===== src/sv/rsamx_pkg.sv =====
// rsamx_pkg: word types, register indexes and reset values for the symbol
// modular exponentiation cipher
// no dependencies
package rsamx_pkg;

  localparam int VALUE_W  = 16;
  localparam int OFFSET_W = 8;
  localparam int SHIFT_W  = 17;
  localparam int CFG_IDX_W = 4;
  localparam int CFG_DATA_W = 16;

  localparam logic [CFG_IDX_W-1:0] CFG_MODULUS  = 4'd0;
  localparam logic [CFG_IDX_W-1:0] CFG_PUB_EXP  = 4'd1;
  localparam logic [CFG_IDX_W-1:0] CFG_PRIV_EXP = 4'd2;
  localparam logic [CFG_IDX_W-1:0] CFG_OFFSET   = 4'd3;

  localparam logic [VALUE_W-1:0]  MODULUS_RST  = 16'd3233;
  localparam logic [VALUE_W-1:0]  PUB_EXP_RST  = 16'd17;
  localparam logic [VALUE_W-1:0]  PRIV_EXP_RST = 16'd2753;
  localparam logic [OFFSET_W-1:0] OFFSET_RST   = 8'd67;

  localparam logic MODE_ENC = 1'b0;
  localparam logic MODE_DEC = 1'b1;

  typedef struct packed {
    logic               mode;
    logic [VALUE_W-1:0] value;
  } in_word_t;

  typedef struct packed {
    logic [VALUE_W-1:0] residue;
    logic [SHIFT_W-1:0] shifted_symbol;
  } out_word_t;

endpackage


===== src/sv/rsa_symbol_modexp_cipher.sv =====
// rsa_symbol_modexp_cipher: per-symbol modular exponentiation with offset
// depends on rsamx_pkg and rsamx_modmul
//
//   channel  signals                              word
//   in       in_valid_i / in_ready_o              in_word_i (mode, value)
//   out      out_valid_o / out_ready_i            out_word_o (residue, shifted_symbol)
//   config   cfg_we_i, cfg_index_i, cfg_wdata_i   one register per write
//
// one word at a time: the base is reduced bit by bit, a negative base is
// then fixed, then per exponent bit up to its top set bit one ST_EXP step
// plus one modular multiply, two on a set bit (ST_MULA, then ST_MULS)
// a zero modulus skips straight to the result; reset restores the key
// registers; a stalled result holds the finish state but a new word is
// taken while the last result still waits
module rsa_symbol_modexp_cipher #(
  parameter int MODULUS_BITS = 16
) (
  input  logic                                clk_i,
  input  logic                                rst_ni,
  input  logic                                in_valid_i,
  output logic                                in_ready_o,
  input  rsamx_pkg::in_word_t                 in_word_i,
  output logic                                out_valid_o,
  input  logic                                out_ready_i,
  output rsamx_pkg::out_word_t                out_word_o,
  input  logic                                cfg_we_i,
  input  logic [rsamx_pkg::CFG_IDX_W-1:0]     cfg_index_i,
  input  logic [rsamx_pkg::CFG_DATA_W-1:0]    cfg_wdata_i
);

  import rsamx_pkg::*;

  localparam int MW = MODULUS_BITS;

  typedef enum logic [2:0] {
    ST_IDLE,
    ST_REDUCE,
    ST_NEG,
    ST_EXP,
    ST_MULA,
    ST_MULS,
    ST_OUT
  } state_e;

  state_e              state_q;
  logic [VALUE_W-1:0]  modulus_q;
  logic [VALUE_W-1:0]  pub_exp_q;
  logic [VALUE_W-1:0]  priv_exp_q;
  logic [OFFSET_W-1:0] offset_q;
  logic [VALUE_W-1:0]  exp_q;
  logic [VALUE_W-1:0]  x_q;
  logic [3:0]          cnt_q;
  logic                neg_q;
  logic [MW-1:0]       base_q;
  logic [MW-1:0]       acc_q;
  logic                out_valid_q;
  out_word_t           out_word_q;

  logic [MW-1:0]       m_eff;
  logic [MW:0]         red_t;
  logic [MW:0]         red_d;
  logic [MW-1:0]       neg_base;
  logic [VALUE_W-1:0]  res16;
  logic [SHIFT_W-1:0]  shifted;
  logic [VALUE_W-1:0]  off16;
  logic                in_ge;
  logic [VALUE_W-1:0]  x_init;
  logic                neg_init;
  logic                mm_start;
  logic [MW-1:0]       mm_a;
  logic                mm_done;
  logic [MW-1:0]       mm_p;
  logic                out_free;
  logic                out_load;

  always_comb begin
    for (int i = 0; i < MW; i++) begin
      m_eff[i] = (i < VALUE_W) ? modulus_q[i] : 1'b0;
    end
    for (int i = 0; i < VALUE_W; i++) begin
      res16[i] = (i < MW) ? acc_q[i] : 1'b0;
    end
  end

  assign red_t    = {base_q, x_q[VALUE_W-1]};
  assign red_d    = (red_t >= {1'b0, m_eff}) ? red_t - {1'b0, m_eff} : red_t;
  assign neg_base = (base_q == '0) ? '0 : m_eff - base_q;
  assign shifted  = {1'b0, res16} + SHIFT_W'(offset_q);

  assign off16 = VALUE_W'(offset_q);
  assign in_ge = in_word_i.value >= off16;

  // encrypt mode, symbol below the offset: reduce the deficit and negate afterwards
  always_comb begin
    if (in_word_i.mode == MODE_ENC) begin
      x_init   = in_ge ? in_word_i.value - off16 : off16 - in_word_i.value;
      neg_init = !in_ge;
    end else begin
      x_init   = in_word_i.value;
      neg_init = 1'b0;
    end
  end

  assign mm_start = ((state_q == ST_EXP) && (exp_q != '0)) ||
                    ((state_q == ST_MULA) && mm_done);
  assign mm_a     = ((state_q == ST_EXP) && exp_q[0]) ? acc_q : base_q;
  assign out_free = !out_valid_q || out_ready_i;
  assign out_load = (state_q == ST_OUT) && out_free;

  rsamx_modmul #(
    .W(MW)
  ) u_modmul (
    .clk_i  (clk_i),
    .rst_ni (rst_ni),
    .start_i(mm_start),
    .a_i    (mm_a),
    .b_i    (base_q),
    .m_i    (m_eff),
    .done_o (mm_done),
    .p_o    (mm_p)
  );

  always_ff @(posedge clk_i or negedge rst_ni) begin
    if (!rst_ni) begin
      modulus_q  <= MODULUS_RST;
      pub_exp_q  <= PUB_EXP_RST;
      priv_exp_q <= PRIV_EXP_RST;
      offset_q   <= OFFSET_RST;
    end else if (cfg_we_i) begin
      unique case (cfg_index_i)
        CFG_MODULUS:  modulus_q  <= cfg_wdata_i;
        CFG_PUB_EXP:  pub_exp_q  <= cfg_wdata_i;
        CFG_PRIV_EXP: priv_exp_q <= cfg_wdata_i;
        CFG_OFFSET:   offset_q   <= cfg_wdata_i[OFFSET_W-1:0];
        default: ;
      endcase
    end
  end

  always_ff @(posedge clk_i or negedge rst_ni) begin
    if (!rst_ni) begin
      state_q     <= ST_IDLE;
      exp_q       <= '0;
      x_q         <= '0;
      cnt_q       <= '0;
      neg_q       <= 1'b0;
      base_q      <= '0;
      acc_q       <= '0;
      out_valid_q <= 1'b0;
      out_word_q  <= '0;
    end else begin
      if (out_load) begin
        out_valid_q <= 1'b1;
      end else if (out_ready_i) begin
        out_valid_q <= 1'b0;
      end
      unique case (state_q)
        ST_IDLE: begin
          if (in_valid_i) begin
            x_q    <= x_init;
            neg_q  <= neg_init;
            base_q <= '0;
            cnt_q  <= 4'(VALUE_W - 1);
            exp_q  <= (in_word_i.mode == MODE_DEC) ? priv_exp_q : pub_exp_q;
            acc_q  <= (m_eff <= MW'(1)) ? '0 : MW'(1);
            if (m_eff == '0) begin
              state_q <= ST_OUT;
            end else begin
              state_q <= ST_REDUCE;
            end
          end
        end
        ST_REDUCE: begin
          base_q <= red_d[MW-1:0];
          x_q    <= {x_q[VALUE_W-2:0], 1'b0};
          cnt_q  <= cnt_q - 1'b1;
          if (cnt_q == '0) begin
            state_q <= neg_q ? ST_NEG : ST_EXP;
          end
        end
        ST_NEG: begin
          base_q  <= neg_base;
          state_q <= ST_EXP;
        end
        ST_EXP: begin
          if (exp_q == '0) begin
            state_q <= ST_OUT;
          end else begin
            state_q <= exp_q[0] ? ST_MULA : ST_MULS;
          end
        end
        ST_MULA: begin
          if (mm_done) begin
            acc_q   <= mm_p;
            state_q <= ST_MULS;
          end
        end
        ST_MULS: begin
          if (mm_done) begin
            base_q  <= mm_p;
            exp_q   <= {1'b0, exp_q[VALUE_W-1:1]};
            state_q <= ST_EXP;
          end
        end
        ST_OUT: begin
          if (out_free) begin
            out_word_q.residue        <= res16;
            out_word_q.shifted_symbol <= shifted;
            state_q                   <= ST_IDLE;
          end
        end
        default: state_q <= ST_IDLE;
      endcase
    end
  end

  assign in_ready_o  = (state_q == ST_IDLE);
  assign out_valid_o = out_valid_q;
  assign out_word_o  = out_word_q;

endmodule


===== src/sv/rsamx_modmul.sv =====
// rsamx_modmul: bit-serial modular multiplier, one multiplier bit per cycle
// from the top bit down, p = a * b mod m with a, b below m
// depends on nothing outside this file
module rsamx_modmul #(
  parameter int W = 16
) (
  input  logic         clk_i,
  input  logic         rst_ni,
  input  logic         start_i,
  input  logic [W-1:0] a_i,
  input  logic [W-1:0] b_i,
  input  logic [W-1:0] m_i,
  output logic         done_o,
  output logic [W-1:0] p_o
);

  localparam int CW = $clog2(W);

  logic          busy_q;
  logic          done_q;
  logic [CW-1:0] cnt_q;
  logic [W-1:0]  a_q;
  logic [W-1:0]  b_q;
  logic [W-1:0]  m_q;
  logic [W-1:0]  p_q;
  logic [W+1:0]  p2;
  logic [W+1:0]  m1;
  logic [W+1:0]  m2;
  logic [W+1:0]  pn;

  // double, add b on a set bit, then fold back below m (p2 stays under 3m)
  always_comb begin
    m1 = {2'b00, m_q};
    m2 = {1'b0, m_q, 1'b0};
    p2 = {1'b0, p_q, 1'b0} + (a_q[W-1] ? {2'b00, b_q} : '0);
    if (p2 >= m2) begin
      pn = p2 - m2;
    end else if (p2 >= m1) begin
      pn = p2 - m1;
    end else begin
      pn = p2;
    end
  end

  always_ff @(posedge clk_i or negedge rst_ni) begin
    if (!rst_ni) begin
      busy_q <= 1'b0;
      done_q <= 1'b0;
      cnt_q  <= '0;
      a_q    <= '0;
      b_q    <= '0;
      m_q    <= '0;
      p_q    <= '0;
    end else begin
      done_q <= busy_q && !start_i && (cnt_q == '0);
      if (start_i) begin
        busy_q <= 1'b1;
        cnt_q  <= CW'(W - 1);
        a_q    <= a_i;
        b_q    <= b_i;
        m_q    <= m_i;
        p_q    <= '0;
      end else if (busy_q) begin
        p_q <= pn[W-1:0];
        a_q <= {a_q[W-2:0], 1'b0};
        if (cnt_q == '0) begin
          busy_q <= 1'b0;
        end else begin
          cnt_q <= cnt_q - 1'b1;
        end
      end
    end
  end

  assign done_o = done_q;
  assign p_o    = p_q;

endmodule


===== config.mk =====
export PLATFORM = sky130hd
export DESIGN_NAME = rsa_symbol_modexp_cipher
export DESIGN_NICKNAME = d
export VERILOG_FILES = /design/src/sv/rsamx_pkg.sv /design/src/sv/rsa_symbol_modexp_cipher.sv /design/src/sv/rsamx_modmul.sv
export SDC_FILE = /design/constraint.sdc
export NUM_CORES = 1
export LEC_CHECK = 0
export ABC_AREA = 1
export BUFFER_PORTS_ARGS = -buffer_cell sky130_fd_sc_hd__buf_4
export CAP_MARGIN = 20
export CELL_PAD_IN_SITES_DETAIL_PLACEMENT = 2
export CELL_PAD_IN_SITES_GLOBAL_PLACEMENT = 2
export CORE_MARGIN = 2
export CORE_UTILIZATION = 32
export CTS_CLUSTER_SIZE = 8
export DETAILED_ROUTE_END_ITERATION = 12
export MAX_ROUTING_LAYER = met4
export PLACE_DENSITY = 0.75
export SLEW_MARGIN = 15
export SYNTH_ARGS = -nofsm -noshare
export SYNTH_HDL_FRONTEND = slang
export SYNTH_SLANG_ARGS = --single-unit

===== constraint.sdc =====
create_clock -name clk_i -period 9.1 [get_ports clk_i]
set_clock_uncertainty 0.15 [all_clocks]
set_input_delay 0.455 -clock clk_i [delete_from_list [all_inputs] [get_ports clk_i]]
set_output_delay 0.455 -clock clk_i [all_outputs]
set_load 0.02 [all_outputs]

==> metrics.txt <==
Final Setup Violations=0; Slew Viols, Final=0; total CTS buffers=36; drt first-iter violations=731; share of cells above drive strength 1=0.0791; power density over the cells=about 420 mW/mm^2; first-pass GRT wire length=~100000 um; detailed-router iteration count before antenna repair=5; row cnt=82; leakage power=9.41 nW; dpl cell area=0.0175 mm^2; Distinct cells, synth=54; slowest stage delay, CP=0.58 ns; initial antenna violation count=0; register bit total from synthesis=roughly 230; post-route ant nets=0; CP cell instances=nand2_1 > inv_1 > ha_1 > fa_1 > nand3_1 > nand2_1 > a21o_1 > xor2_1 > ha_1 > a21oi_1 > nand2_1 > a21oi_1 > nand2_1 > nand2_1 > nand2_1 > nand2_1 > nand3_4 > inv_2 > nand3_1 > nand2_1 > nand2_1; total die area=0.0528 mm^2; period utilization=0.507; commonest cells after routing, fill and taps aside=656 x nand2_1, 292 x inv_1, 222 x o21ai_0; Area Growth Syn to Fin=14.1%; Tmin final=4.61 ns; crit path buf inv count=2; Worst Setup Start Kind=flip-flop; Worst-path clk slew=0.06 ns; delay-heaviest family, CP=simple AND/OR/NAND/NOR gates; measured slew at the worst slew-check pin=0.968 ns; Hold WS=0.0410 ns; Mapped Cells=2291; critical path's slowest cell=dfrtp_1; ys async rst share=1.00; achievable frequency=0.217 GHz; Design Area, Final=0.0186 mm^2; setup repair bufs after CTS=0; gr usage total=0.247; core box area=0.0503 mm^2; synth warn=0; largest net degree at the start of global routing=155; most used cell, CP=nand2_1; area of the mapped netlist=approximately 0.016 mm^2; top cell type by total area after synthesis=dfrtp_1; worst-path fanout max=17; Largest register FFs=33; CTS tree=done; gr ovfl total=0; cts repair resizes=0; per-cell routed wire length=20.5 um; sequential fraction of the synthesis area=0.357; port bufs=76; clk buf depth=3; most common cell after layout, fill and taps aside=nand2_1; area share of the largest cell type after synthesis=0.333; CP Data Required Time=9.39 ns; I/O Pins=77; Routed Wire Length=approximately 62000 um; die width=230 um; Starting Density=0.325; antenna cells=0; Post-Syn Area per Cell=7.12 um^2; GPL Wtd Cong=0.915; Hold Vio Cnt, Final=0; Clk Latency, worst-skew pair=0.57 ns; Post-Syn Nets=2445; Max IR drop VDD=0.000155 V; Clock Sinks=232; post-layout net count=2500; routed vias=15900; htree depth=2; vias per cell=5.23; clock root buffer=clkbuf_16; Slew headroom=0.350; # DRC=0; run status=finished, final reports clean; predominant post-synthesis flop cell=dfrtp_1; CP arrival=4.90 ns; crit path kind=reg -> reg; RSZ-0062 raised after global routing=false; Hold Crit Class=in -> reg; Max Cap Violations=0; DP HPWL=about 48000 um; die height=230 um; EDFF count, synth=0; Final TNS setup=0 ns; vias in the first global route=between 15000 and 20000; CP endpoint kind=flip-flop; largest cells by area after synthesis=dfrtp_1 33%, nand2_1 15%, ha_1 8.0%, o21ai_0 6.8%, inv_1 6.7%
-- synth_stat cells (18+ instances only) --
cell type / number
nor3_1: 18
clkbuf_1: 46
nand4_1: 23
nor2_1: 145
o211ai_1: 34
a21oi_1: 118
inv_1: 292
nand3_1: 160
o21ai_0: 222
nand2_1: 656
xor2_1: 38
xnor2_1: 28
dfrtp_1: 217
ha_1: 104
-- layout make-up --
cell class	instances	area, um^2
multi-input combinational	1683	9040
inverter	307	1150
clock inverter	5	82.6
timing repair buffer	86	694
sequential	232	5820
tap	672	841
clock buffer	50	973
fill	6035	31700
-- metal layers --
layer / up-vias / wire (um) / track usage
met5: - / 0 / -
met4: 0 / 1870 / 0.0764
met3: 91 / 1840 / 0.0315
met2: 190 / 30700 / 0.421
met1: 8016 / 27900 / 0.306
li1: 7583 / - / -
-- logic make-up (layout without fill, tap and decap cells) --
group / after synthesis / after routing / synth area share
AND/OR/NAND/NOR: 1047 / 1047 / 0.270
AO/OA/AOI/OAI: 458 / 458 / 0.159
buffers and inverters: 376 / 448 / 0.0893
flip-flops: 232 / 232 / 0.357
adder cells (fa/ha/maj): 112 / 112 / 0.0896
XOR/XNOR: 66 / 66 / 0.0354
-- worst min-delay path: stages --
cell and delay [ns]:
buf_4 0.09, a21oi_1 0.04, o21bai_1 0.12
-- through the flow --
step	setup WS, ns	utilization	total power, mW	std cells
3_3_place_gp	4.77	0.348	6.28	2975
2_1_floorplan	5.50	-	4.93	2291
5_1_grt	4.13	0.370	8.53	3035
6_report	4.49	0.370	7.79	3035
4_1_cts	4.50	0.369	7.85	3032
3_5_place_dp	4.56	0.348	6.50	2976
-- final timing paths --
| check | endpoint | startpoint | slack, ns | depth (start not counted) |
|---|---|---|---|---|
| setup / recovery | u_modmul.p_o[1] | u_modmul.a_q[15] | 4.49 | 21 |
| hold / removal | x_q[14] | in_word_i[14] | 0.04 | 3 |
| setup reg to reg | u_modmul.p_o[1] | u_modmul.a_q[15] | 4.49 | 21 |
| hold reg to reg | pub_exp_q[4] | pub_exp_q[4] | 0.34 | 2 |
| max in group asynchronous | pub_exp_q[14] | rst_ni | 7.14 | 3 |
| min in group asynchronous | out_word_o[10] | rst_ni | 0.31 | 2 |
-- report_power, final --
part           total [mW]  switching (mW)  internal [mW]
Clock                1.28           0.534          0.750
Sequential           1.73           0.340           1.39
Combinational        4.78            3.22           1.56
-- timing repair --
| item | in CTS | in global routing |
|---|---|---|
| hold endpoints to repair | 75 | 0 |
| hold buffers | 1 | 0 |
| setup endpoints to repair | 0 | 0 |
No activity file was read; power rests on OpenSTA's default activity.
